--- src/design/cdpp_pkg.sv ---
// Package of the caption packet parser: phases, codes and shared structs.
`default_nettype none
package cdpp_pkg;

	localparam logic [31:0] CDP_MAGIC = 32'h63636470;
	localparam logic [15:0] CDP_IDENT = 16'h9669;

	localparam logic [7:0] SEC_TIMECODE = 8'h71;
	localparam logic [7:0] SEC_CC_DATA  = 8'h72;
	localparam logic [7:0] SEC_SVC_INFO = 8'h73;
	localparam logic [7:0] SEC_FOOTER   = 8'h74;
	localparam logic [7:0] SEC_FUT_LO   = 8'h75;
	localparam logic [7:0] SEC_FUT_HI   = 8'hEF;
	localparam logic [7:0] SEC_PAD      = 8'hFF;

	localparam logic KIND_PAIR   = 1'b0;
	localparam logic KIND_REJECT = 1'b1;

	localparam logic [1:0] CHAN_608_F1 = 2'd0;
	localparam logic [1:0] CHAN_608_F2 = 2'd1;
	localparam logic [1:0] CHAN_708    = 2'd2;

	localparam logic [2:0] PREFIX_LAST_IDX = 3'd7;
	localparam logic [2:0] HEADER_LAST_IDX = 3'd6;
	localparam logic [2:0] TIMECODE_LAST   = 3'd4;
	localparam logic [2:0] FOOTER_LAST     = 3'd3;
	localparam logic [2:0] SVC_ENTRY_LAST  = 3'd7;

	typedef enum logic [3:0] {
		PH_START,
		PH_PREFIX,
		PH_HEADER,
		PH_SECTION,
		PH_TIMECODE,
		PH_CC_COUNT,
		PH_CC_TRIPLET,
		PH_SVC_COUNT,
		PH_SVC_ENTRY,
		PH_FOOTER,
		PH_FUT_LEN,
		PH_FUT_SKIP,
		PH_SKIP_REST
	} phase_t;

	typedef struct packed {
		logic [7:0] packet_byte;
		logic       last_of_packet;
	} item_t;

	typedef struct packed {
		logic       result_kind;
		logic [1:0] channel;
		logic [1:0] pair_type;
		logic [7:0] first_data;
		logic [7:0] second_data;
	} result_t;

endpackage
`default_nettype wire

--- src/design/cdpp_in_if.sv ---
// Request channel carrying packet bytes into the parser.
`default_nettype none
interface cdpp_in_if;
	logic       valid;
	logic       ready;
	logic [7:0] packet_byte;
	logic       last_of_packet;

	modport source (output valid, packet_byte, last_of_packet, input ready);
	modport sink (input valid, packet_byte, last_of_packet, output ready);
endinterface
`default_nettype wire

--- src/design/cdpp_out_if.sv ---
// Request channel carrying caption byte pairs and reject results.
`default_nettype none
interface cdpp_out_if;
	logic       valid;
	logic       ready;
	logic       result_kind;
	logic [1:0] channel;
	logic [1:0] pair_type;
	logic [7:0] first_data;
	logic [7:0] second_data;

	modport source (output valid, result_kind, channel, pair_type, first_data, second_data,
		input ready);
	modport sink (input valid, result_kind, channel, pair_type, first_data, second_data,
		output ready);
endinterface
`default_nettype wire

--- src/design/cdpp_cfg_if.sv ---
// Configuration write channel carrying the prefix_present register.
`default_nettype none
interface cdpp_cfg_if;
	logic valid;
	logic ready;
	logic prefix_present;

	modport source (output valid, prefix_present, input ready);
	modport sink (input valid, prefix_present, output ready);
endinterface
`default_nettype wire

--- src/design/cdpp_in_stage.sv ---
// Input register stage: holds one accepted byte until the parser takes it.
`default_nettype none
module cdpp_in_stage (
	input  wire              clk,
	input  wire              arst_n,
	cdpp_in_if.sink          packet,
	input  wire              advance,
	output cdpp_pkg::item_t  item_s1,
	output logic             valid_s1
);
	import cdpp_pkg::*;

	// A new request is taken when the stage is empty or drains this cycle.
	assign packet.ready = !valid_s1 || advance;

	always_ff @(posedge clk or negedge arst_n) begin
		if (!arst_n) begin
			valid_s1 <= 1'b0;
		end else if (packet.ready) begin
			valid_s1 <= packet.valid;
		end
	end

	always_ff @(posedge clk) begin
		if (packet.valid && packet.ready) begin
			item_s1.packet_byte    <= packet.packet_byte;
			item_s1.last_of_packet <= packet.last_of_packet;
		end
	end

endmodule
`default_nettype wire

--- src/design/cdpp_parser.sv ---
// Packet parser: the per-byte state update and the result it produces.
`default_nettype none
module cdpp_parser (
	input  wire                clk,
	input  wire                arst_n,
	cdpp_cfg_if.sink           cfg,
	input  wire                step,
	input  cdpp_pkg::item_t    item_s1,
	output logic               res_valid,
	output cdpp_pkg::result_t  res
);
	import cdpp_pkg::*;

	logic        prefix_present_q;
	phase_t      phase_q, phase_d;
	logic [7:0]  bis_q, bis_d;
	logic [4:0]  pairs_q, pairs_d;
	logic [3:0]  svcs_q, svcs_d;
	logic [2:0]  vt_q, vt_d;
	logic [7:0]  held_q, held_d;
	logic [31:0] word_q, word_d;
	logic        accepted_q, accepted_d;
	logic        rejected_q, rejected_d;
	logic        emit, reject;
	logic [7:0]  b;
	logic [4:0]  pairs_dec;
	logic [3:0]  svcs_dec;
	logic [7:0]  bis_dec;

	assign cfg.ready = 1'b1;
	assign b         = item_s1.packet_byte;
	assign pairs_dec = pairs_q - 5'd1;
	assign svcs_dec  = svcs_q - 4'd1;
	assign bis_dec   = bis_q - 8'd1;

	always_ff @(posedge clk or negedge arst_n) begin
		if (!arst_n) begin
			prefix_present_q <= 1'b0;
		end else if (cfg.valid) begin
			prefix_present_q <= cfg.prefix_present;
		end
	end

	always_comb begin
		phase_d    = phase_q;
		bis_d      = bis_q;
		pairs_d    = pairs_q;
		svcs_d     = svcs_q;
		vt_d       = vt_q;
		held_d     = held_q;
		word_d     = word_q;
		accepted_d = accepted_q;
		rejected_d = rejected_q;
		emit       = 1'b0;
		reject     = 1'b0;
		res        = '0;

		if (!rejected_q) begin
			// The first byte of a packet picks its start from the register.
			if (phase_q == PH_START) begin
				phase_d = prefix_present_q ? PH_PREFIX : PH_HEADER;
				bis_d   = '0;
				word_d  = '0;
			end

			case (phase_d)
				PH_PREFIX: begin
					word_d = {word_d[23:0], b};
					if (bis_d[2:0] >= PREFIX_LAST_IDX) begin
						if (word_d != CDP_MAGIC) begin
							reject = 1'b1;
						end else begin
							phase_d = PH_HEADER;
							bis_d   = '0;
							word_d  = '0;
						end
					end else begin
						bis_d = bis_d + 8'd1;
					end
				end
				PH_HEADER: begin
					if (bis_d < 8'd2) begin
						word_d = {16'd0, word_d[7:0], b};
					end
					if (bis_d >= {5'd0, HEADER_LAST_IDX}) begin
						if (!accepted_q) begin
							if (word_d[15:0] != CDP_IDENT) begin
								reject = 1'b1;
							end else begin
								accepted_d = 1'b1;
							end
						end
						phase_d = PH_SECTION;
						bis_d   = '0;
					end else begin
						bis_d = bis_d + 8'd1;
					end
				end
				PH_SECTION: begin
					bis_d = '0;
					case (b) inside
						SEC_TIMECODE:             phase_d = PH_TIMECODE;
						SEC_CC_DATA:              phase_d = PH_CC_COUNT;
						SEC_SVC_INFO:             phase_d = PH_SVC_COUNT;
						SEC_FOOTER:               phase_d = PH_FOOTER;
						SEC_PAD:                  phase_d = PH_SECTION;
						[SEC_FUT_LO:SEC_FUT_HI]:  phase_d = PH_FUT_LEN;
						default:                  phase_d = PH_SKIP_REST;
					endcase
				end
				PH_TIMECODE: begin
					bis_d = bis_q + 8'd1;
					if (bis_d >= {5'd0, TIMECODE_LAST}) begin
						phase_d = PH_SECTION;
						bis_d   = '0;
					end
				end
				PH_FOOTER: begin
					bis_d = bis_q + 8'd1;
					if (bis_d >= {5'd0, FOOTER_LAST}) begin
						phase_d = PH_SECTION;
						bis_d   = '0;
					end
				end
				PH_CC_COUNT: begin
					pairs_d = b[4:0];
					bis_d   = '0;
					phase_d = (b[4:0] != 5'd0) ? PH_CC_TRIPLET : PH_SECTION;
				end
				PH_CC_TRIPLET: begin
					if (bis_q == 8'd0) begin
						vt_d  = b[2:0];
						bis_d = 8'd1;
					end else if (bis_q == 8'd1) begin
						held_d = b;
						bis_d  = 8'd2;
					end else begin
						emit              = vt_q[2];
						res.result_kind   = KIND_PAIR;
						res.channel       = vt_q[1] ? CHAN_708 :
							(vt_q[0] ? CHAN_608_F2 : CHAN_608_F1);
						res.pair_type     = vt_q[1:0];
						res.first_data    = held_q;
						res.second_data   = b;
						bis_d             = '0;
						pairs_d           = pairs_dec;
						if (pairs_dec == 5'd0) begin
							phase_d = PH_SECTION;
						end
					end
				end
				PH_SVC_COUNT: begin
					svcs_d  = b[3:0];
					bis_d   = '0;
					phase_d = (b[3:0] != 4'd0) ? PH_SVC_ENTRY : PH_SECTION;
				end
				PH_SVC_ENTRY: begin
					bis_d = bis_q + 8'd1;
					if (bis_d >= {5'd0, SVC_ENTRY_LAST}) begin
						bis_d  = '0;
						svcs_d = svcs_dec;
						if (svcs_dec == 4'd0) begin
							phase_d = PH_SECTION;
						end
					end
				end
				PH_FUT_LEN: begin
					bis_d   = b;
					phase_d = (b != 8'd0) ? PH_FUT_SKIP : PH_SECTION;
				end
				PH_FUT_SKIP: begin
					bis_d = bis_dec;
					if (bis_dec == 8'd0) begin
						phase_d = PH_SECTION;
					end
				end
				default: begin
				end
			endcase

			if (reject) begin
				rejected_d = 1'b1;
				emit       = 1'b1;
				res        = '0;
				res.result_kind = KIND_REJECT;
			end else if (item_s1.last_of_packet) begin
				phase_d = PH_START;
				bis_d   = '0;
				pairs_d = '0;
				svcs_d  = '0;
				vt_d    = '0;
				held_d  = '0;
				word_d  = '0;
			end
		end
	end

	assign res_valid = step && emit;

	always_ff @(posedge clk or negedge arst_n) begin
		if (!arst_n) begin
			phase_q    <= PH_START;
			bis_q      <= '0;
			pairs_q    <= '0;
			svcs_q     <= '0;
			vt_q       <= '0;
			held_q     <= '0;
			word_q     <= '0;
			accepted_q <= 1'b0;
			rejected_q <= 1'b0;
		end else if (step) begin
			phase_q    <= phase_d;
			bis_q      <= bis_d;
			pairs_q    <= pairs_d;
			svcs_q     <= svcs_d;
			vt_q       <= vt_d;
			held_q     <= held_d;
			word_q     <= word_d;
			accepted_q <= accepted_d;
			rejected_q <= rejected_d;
		end
	end

endmodule
`default_nettype wire

--- src/design/cdpp_out_reg.sv ---
// Result register: holds one result until the receiver takes it.
`default_nettype none
module cdpp_out_reg (
	input  wire                clk,
	input  wire                arst_n,
	input  wire                load,
	input  cdpp_pkg::result_t  res,
	output logic               free,
	cdpp_out_if.source         result
);
	import cdpp_pkg::*;

	result_t res_q;
	logic    valid_q;

	assign free = !valid_q || result.ready;

	always_ff @(posedge clk or negedge arst_n) begin
		if (!arst_n) begin
			valid_q <= 1'b0;
		end else if (free) begin
			valid_q <= load;
		end
	end

	always_ff @(posedge clk) begin
		if (free && load) begin
			res_q <= res;
		end
	end

	assign result.valid       = valid_q;
	assign result.result_kind = res_q.result_kind;
	assign result.channel     = res_q.channel;
	assign result.pair_type   = res_q.pair_type;
	assign result.first_data  = res_q.first_data;
	assign result.second_data = res_q.second_data;

endmodule
`default_nettype wire

--- src/design/caption_distribution_packet_parser_top.sv ---
// Caption distribution packet parser, top level.
//
// packet: one packet byte per request, with last_of_packet on the final byte.
// result: one request per valid cc triplet (channel, type and its two data
//   bytes), or a single reject request when the magic or identifier is wrong.
// cfg: writes prefix_present; always ready, write only while the block is idle.
// A byte is held in the input register and is then parsed into the result
// register when that is free. One byte is accepted every cycle while the
// result register is not stalled; the parse of a byte is a single
// combinational update of the packet state between the two registers.
// If the receiver stalls, the result register holds its request, the input
// register fills, and packet.ready drops until the result is taken.
// Reset empties both registers, clears prefix_present and returns the parser
// to the start of a packet with no identifier yet accepted. After a reject,
// all further bytes are taken and dropped until the next reset.
`default_nettype none
module caption_distribution_packet_parser_top (
	input  wire         clk,
	input  wire         arst_n,
	cdpp_in_if.sink     packet,
	cdpp_out_if.source  result,
	cdpp_cfg_if.sink    cfg
);
	import cdpp_pkg::*;

	item_t   item_s1;
	logic    valid_s1;
	logic    out_free;
	logic    advance;
	logic    res_valid;
	result_t res;

	assign advance = valid_s1 && out_free;

	cdpp_in_stage u_in_stage (
		.clk      (clk),
		.arst_n   (arst_n),
		.packet   (packet),
		.advance  (advance),
		.item_s1  (item_s1),
		.valid_s1 (valid_s1)
	);

	cdpp_parser u_parser (
		.clk       (clk),
		.arst_n    (arst_n),
		.cfg       (cfg),
		.step      (advance),
		.item_s1   (item_s1),
		.res_valid (res_valid),
		.res       (res)
	);

	cdpp_out_reg u_out_reg (
		.clk    (clk),
		.arst_n (arst_n),
		.load   (res_valid),
		.res    (res),
		.free   (out_free),
		.result (result)
	);

endmodule
`default_nettype wire

--- src/flat_wrapper.sv ---
// flat-port wrapper written by rule: the top's interface ports become plain ports
module caption_distribution_packet_parser_top_flat import cdpp_pkg::*;
  (clk, arst_n, packet_valid, packet_packet_byte, packet_last_of_packet, packet_ready, result_valid, result_result_kind, result_channel, result_pair_type, result_first_data, result_second_data, result_ready, cfg_valid, cfg_prefix_present, cfg_ready);
  cdpp_in_if packet_i ();
  cdpp_out_if result_i ();
  cdpp_cfg_if cfg_i ();
  input  wire clk;
  input  wire arst_n;
  input wire logic [$bits(packet_i.valid)-1:0] packet_valid;
  input wire logic [$bits(packet_i.packet_byte)-1:0] packet_packet_byte;
  input wire logic [$bits(packet_i.last_of_packet)-1:0] packet_last_of_packet;
  output wire logic [$bits(packet_i.ready)-1:0] packet_ready;
  output wire logic [$bits(result_i.valid)-1:0] result_valid;
  output wire logic [$bits(result_i.result_kind)-1:0] result_result_kind;
  output wire logic [$bits(result_i.channel)-1:0] result_channel;
  output wire logic [$bits(result_i.pair_type)-1:0] result_pair_type;
  output wire logic [$bits(result_i.first_data)-1:0] result_first_data;
  output wire logic [$bits(result_i.second_data)-1:0] result_second_data;
  input wire logic [$bits(result_i.ready)-1:0] result_ready;
  input wire logic [$bits(cfg_i.valid)-1:0] cfg_valid;
  input wire logic [$bits(cfg_i.prefix_present)-1:0] cfg_prefix_present;
  output wire logic [$bits(cfg_i.ready)-1:0] cfg_ready;
  assign packet_i.valid = packet_valid;
  assign packet_i.packet_byte = packet_packet_byte;
  assign packet_i.last_of_packet = packet_last_of_packet;
  assign packet_ready = packet_i.ready;
  assign result_valid = result_i.valid;
  assign result_result_kind = result_i.result_kind;
  assign result_channel = result_i.channel;
  assign result_pair_type = result_i.pair_type;
  assign result_first_data = result_i.first_data;
  assign result_second_data = result_i.second_data;
  assign result_i.ready = result_ready;
  assign cfg_i.valid = cfg_valid;
  assign cfg_i.prefix_present = cfg_prefix_present;
  assign cfg_ready = cfg_i.ready;
  caption_distribution_packet_parser_top u_core (.clk(clk), .arst_n(arst_n), .packet(packet_i), .result(result_i), .cfg(cfg_i));
endmodule
--- config.mk ---
export PLATFORM = sky130hd
export DESIGN_NAME = caption_distribution_packet_parser_top_flat
export DESIGN_NICKNAME = d
export VERILOG_FILES = /design/src/design/cdpp_pkg.sv /design/src/design/cdpp_in_if.sv /design/src/design/cdpp_out_if.sv /design/src/design/cdpp_cfg_if.sv /design/src/design/cdpp_in_stage.sv /design/src/design/cdpp_parser.sv /design/src/design/cdpp_out_reg.sv /design/src/design/caption_distribution_packet_parser_top.sv /design/src/flat_wrapper.sv
export SDC_FILE = /design/constraint.sdc
export NUM_CORES = 1
export LEC_CHECK = 0
export ABC_AREA = 1
export BUFFER_PORTS_ARGS = -buffer_cell sky130_fd_sc_hd__buf_2
export CAP_MARGIN = 40
export CORE_MARGIN = 5
export CORE_UTILIZATION = 25
export DETAILED_ROUTE_END_ITERATION = 7
export GPL_TIMING_DRIVEN = 0
export HOLD_SLACK_MARGIN = 0.03
export REMOVE_ABC_BUFFERS = 1
export SLEW_MARGIN = 40
export SYNTH_ARGS = -nofsm -noshare
export SYNTH_HDL_FRONTEND = slang
export SYNTH_SLANG_ARGS = --single-unit
--- constraint.sdc ---
create_clock -name clk -period 9.18 [get_ports clk]
set_input_delay 1.836 -clock clk [delete_from_list [all_inputs] [get_ports clk]]
set_output_delay 1.836 -clock clk [all_outputs]
set_load 0.02 [all_outputs]
---- Yosys cells after proc, flatten, opt, wreduce, memory -nomap -nowiden ----
Index checks and enable logic that the tools add are counted.
Widths: inputs -> output; s select.
storage, ports and cells
  register bits ........................... 99
  logic and storage cells ................. 165
operators by class
  $add $sub $neg .......................... 5
  order comparisons ....................... 8
  eq/ne operators ......................... 19
  muxes and demuxes ....................... 89
  bitwise operators ....................... 2
  reductions and logical operators ........ 22
operators with widths
  kind                  count
  $mux 32               9
  $mux 8                15
  $mux 4                25
  $pmux 8 s9            1
  $pmux 32 s2           1
  $mux 20               3
  $pmux 4 s11           1
  $eq 8x7->1 const B    4
  $ne 32x31->1 const B  1
  $ge 8x3->1 const B    3
  $mux 21               1
  $mux 5                4
  $mux 3                6
  $add 8x1->8 const B   2
  $eq 4x3->1 const B    4
  $eq 4x4->1 const B    4
  $logic_not 8->1       2
  $mux 1                16
  $ne 16x16->1 const B  1
  $pmux 5 s2            1
  $eq 4x2->1 const B    2
  $eq 8x1->1 const B    1
  $eq 8x8->1 const B    1
  $ge 8x2->1 const B    1
  25 further kinds      36

---- Depth between registers and ports, before layout ----
  word-level depth ........................ 17
  mapped depth ............................ 18

---- Cells and area by module ----
Synthesis repeated with hierarchy kept, for this count alone.
second synthesis, totals
  cell total of the unflattened synthesis .. 897
  area total of the unflattened synthesis .. 6337.3 um2
by module, submodules not included
  module                                  instances  cells each  area an instance (um2)  sequential area each (um2)
  cdpp_parser                             1          853         5338.9                  1476.4
  cdpp_out_reg                            1          27          675.6                   655.6
  cdpp_in_stage                           1          15          315.3                   295.3
  caption_distribution_packet_parser_top  1          2           7.5                     0.0

---- Worst setup path after synthesis ----
OpenSTA, ideal clock, no wires.
  path kind ............................... in2out
  start ................................... input port result_ready
  end ..................................... output port packet_ready
  arrival ................................. 2089 ps
  required time ........................... 7344 ps
  slack ................................... 5255 ps
  cell stages on the path ................. 2
  cells stage by stage .................... inv_1 nand3_1
between the ends
  cells in the longest elaborated chain, start to end .. 3
RTL lines
  item                RTL line                                      text
  start: declaration  flat_wrapper.sv:19                            input wire logic [$bits(result_i.ready)-1:0] result_ready;
  $logic_or 1x1->1    cdpp_out_reg.sv:16                            assign free = !valid_q || result.ready;
  $logic_and 1x1->1   caption_distribution_packet_parser_top.sv:33  assign advance = valid_s1 && out_free;
  $logic_or 1x1->1    cdpp_in_stage.sv:14                           assign packet.ready = !valid_s1 || advance;
  end: declaration    flat_wrapper.sv:12                            output wire logic [$bits(packet_i.ready)-1:0] packet_ready;
Every way passes these cells.

---- Worst setup path in the final report ----
Ends and elaborated chain as after synthesis.

==> impl_results.md <==
- Status: finished clean
- Max-slew headroom: 0.462
- Distinct cells, synth: 46
- Number of fill cells: 2605
- CTS resizes: 0
- Reg clk slew, reported paths: 0.07 ns
- Measured slew at the worst slew-check pin: 0.801 ns
- Placer Congestion: 0.913
- Fin nets: 907
- DR pass1 iterations: 5
- Total power: 0.000864 W
- # setup viols final: 0
- Core Area: 0.0235 mm²
- Post-Synthesis Cells: 853
- Initial DRC Count: 500
- Starting Density: 0.254
- Crit. End Element: output port
- Skew-Pair Late Insertion Delay: 0.37 ns
- Final WL: 16900 µm
- Die width: 165 µm
- Antenna diode count: 0
- R2r setup slk: 5.44 ns
- Crit-path max FO: 3
- Synth warn: 0
- Die height: 165 µm
- Final Hold Fails: 0
- Seq/Total Area, Yosys: 0.400
- RSZ-0062 raised after global routing: false
- Synthesis-to-finish area growth: 13.6%
- Synth Register Bits: 90
- Post-route setup TNS: 0 ns
- Critical Path RT: 7.34 ns
- Vias in the first global route: 5164
- Rows: 56
- Clock sink total: 90
- HP Class: flop to flop
- Share of layout cells above drive strength 1: 0.0941
- R2R Path Start: u_core.u_parser.phase_q[3]
- Post-CTS setup buffer count: 0
- Worst-case reg-to-reg path depth: 15
- Met1 WL: 8110 µm
- Hold slack final: 0.494 ns
- Routed len/inst: 14.1 µm
- Hold Crit Endpoint: u_core.u_parser.accepted_q
- Placed cell count: 1185
- PD cells: 127 mW/mm²
- Max_cap viols: 0
- First-pass GRT wire length: 27300 µm
- Largest net degree at the start of global routing: 41
- Clock buffer depth: 2
- Global route overflow: 0
- CTS tree: yes
- Worst VDD drop: 93.5 µV
- Post-detail-place hpwl: 12300 µm
- Clock root buffer: clkbuf_16
- Post-Syn Area: 0.00599 mm²
- Post-route insts no fill: 1201
- Final core occ: 0.289
- I/O pin count: 39
- WHS Path Cells: 2
- Crit path time final: 4.11 ns
- Hold path start: u_core.u_parser.accepted_q
- DR vias/cell: 4.69
- # DRC: 0
- CP arrival: 2.27 ns
- F_max: 244 MHz
- I/O Buffers: 37
- Total Routing Usage GR: 0.127
- Main flop type after synthesis: dfrtp_1
- Hold_buf cts: 0
- Routed length on met3: 1170 µm
- Final period util: 0.447
- Lkg Pwr: 3.18 nW
- Crit start category: primary input
- Post-synthesis async set-or-reset flop share: 0.678
- CTS buffer count: 9
- H-tree levels: 3
- Final Skew: 0.0105 ns
- Slew Limit Fails: 0
- Critical path class: primary input to output port
- Mean Syn Cell Area: 7.02 µm²
- Post-synth EDFFs: 29
- Top routing layer in use: met4
- Reg-to-reg endpoint: u_core.u_parser.bis_q[2]
- Post-route antenna net violation count: 0
- Vias: 5632
- Met2 Routed Length: 7360 µm
- Initial antenna violation count: 0
- DIE AREA: 0.0271 mm²
==> worst max path at each step <==
stage                          startpoint                          to  slack [ns]  depth (start not counted)
6_report                     result_ready                packet_ready        5.07                          4
3_5_place_dp   u_core.u_parser.phase_q[2]    u_core.u_parser.bis_q[2]        4.85                         15
4_1_cts        u_core.u_parser.phase_q[3]    u_core.u_parser.bis_q[2]        4.83                         15
2_1_floorplan                result_ready                packet_ready        5.25                          2
5_1_grt                      result_ready                packet_ready        5.03                          4
3_3_place_gp   u_core.u_parser.phase_q[2]  u_core.u_parser.word_q[13]        4.90                         15
==> placed cells by master, fill, tap and decap left out, types with 2 or more instances in the layout <==
| master | count |
|---|---|
| nand3_1 | 54 |
| o221ai_1 | 4 |
| nor3_1 | 11 |
| clkinv_8 | 2 |
| inv_6 | 2 |
| a21oi_1 | 33 |
| ha_1 | 15 |
| o21ai_0 | 61 |
| o211ai_1 | 4 |
| clkbuf_16 | 9 |
| nand2_2 | 5 |
| nor2_4 | 5 |
| o21bai_1 | 2 |
| nand3_4 | 2 |
| inv_2 | 4 |
| nand2_1 | 272 |
| nor2_1 | 108 |
| o21ai_2 | 2 |
| o22ai_1 | 8 |
| xor2_1 | 9 |
| inv_1 | 85 |
| a211oi_1 | 3 |
| nor2_2 | 2 |
| buf_2 | 36 |
| nand4_1 | 13 |
| o21ai_1 | 7 |
| dfrtp_1 | 61 |
| a22oi_1 | 3 |
| inv_8 | 2 |
| edfxtp_1 | 29 |
| a31oi_1 | 3 |
| o31ai_1 | 4 |
| buf_12 | 2 |
==> state kept, by name (all words and copies together) (netlist names) <==
register and count:
u_core.u_parser.word_q 24, u_core.u_in_stage.item_s1 9, u_core.u_out_reg.result.first_data 8, u_core.u_out_reg.result.second_data 8
u_core.u_parser.bis_q 8, u_core.u_parser.held_q 8, u_core.u_parser.pairs_q 5, u_core.u_parser.phase_q 4
u_core.u_parser.svcs_q 4, u_core.u_parser.vt_q 3, u_core.u_out_reg.result.channel 2, u_core.u_in_stage.valid_s1 1
u_core.u_out_reg.result.pair_type 1, u_core.u_out_reg.result.result_kind 1, u_core.u_out_reg.result.valid 1, u_core.u_parser.accepted_q 1
u_core.u_parser.prefix_present_q 1, u_core.u_parser.rejected_q 1
==> final cells by class <==
cell class / instances / area, µm² / share of cell area
clock buffers: 9 / 225 / 0.0331
multi-input cells: 646 / 3130 / 0.460
well taps: 319 / 399 / 0.0587
inverters: 91 / 344 / 0.0506
flip-flops and latches: 90 / 2400 / 0.352
repair buffers: 39 / 228 / 0.0335
clock inverters: 7 / 81.3 / 0.0120
==> kinds of logic after synthesis <==
| kind of cell | synth area share |
|---|---|
| multiplexers | 0.00188 |
| XOR/XNOR | 0.0146 |
| AND/OR/NAND/NOR | 0.333 |
| adder cells (fa/ha/maj) | 0.0313 |
| flip-flops | 0.400 |
| buffers and inverters | 0.0809 |
| AO/OA/AOI/OAI | 0.137 |
| other | 0.000626 |
==> per-layer routing <==
layer / up-vias / global-route usage
met5: - / 0
met2: 170 / 0.187
met4: 0 / 0.0420
met1: 2605 / 0.184
li1: 2837 / -
met3: 20 / 0.0289
==> power breakdown <==
| part | switching [W] | internal (W) |
|---|---|---|
| logic | 0.0000431 | 0.0000148 |
| registers | 0.00000652 | 0.000417 |
| clock network | 0.000188 | 0.000195 |
| total | 0.000237 | 0.000626 |
==> worst max-delay path: stages <==
cell     delay, ns
buf_2         0.09
inv_1         0.06
nand3_1       0.10
buf_2         0.18
==> per-stage QoR <==
step	area (µm²)	worst slack, ns
floorplan	5850	5.25
global placement	6430	4.90
detailed placement	6480	4.85
CTS	6790	4.83
global route	6800	5.03
finish	6800	5.07
==> synth_stat cells, drive strengths merged, types with 2 or more instances <==
library cell    n  area, µm²
nand4          13       81.3
dfrtp          61       1530
o211ai          4       30.0
xor2            9       78.8
a211oi          3       22.5
a21oi          34        174
nand2         278       1060
ha             15        188
a31oi           3       18.8
buf            13       93.8
o21ai          70        358
clkbuf         13       48.8
nor3           12       60.1
o21bai          2       15.0
o221ai          4       35.0
nor2          115        462
nand3          57        315
inv            90        338
o22ai           8       50.1
edfxtp         29        871
a22oi           3       22.5
o31ai           4       30.0
Power figures use the tool's default switching activity.
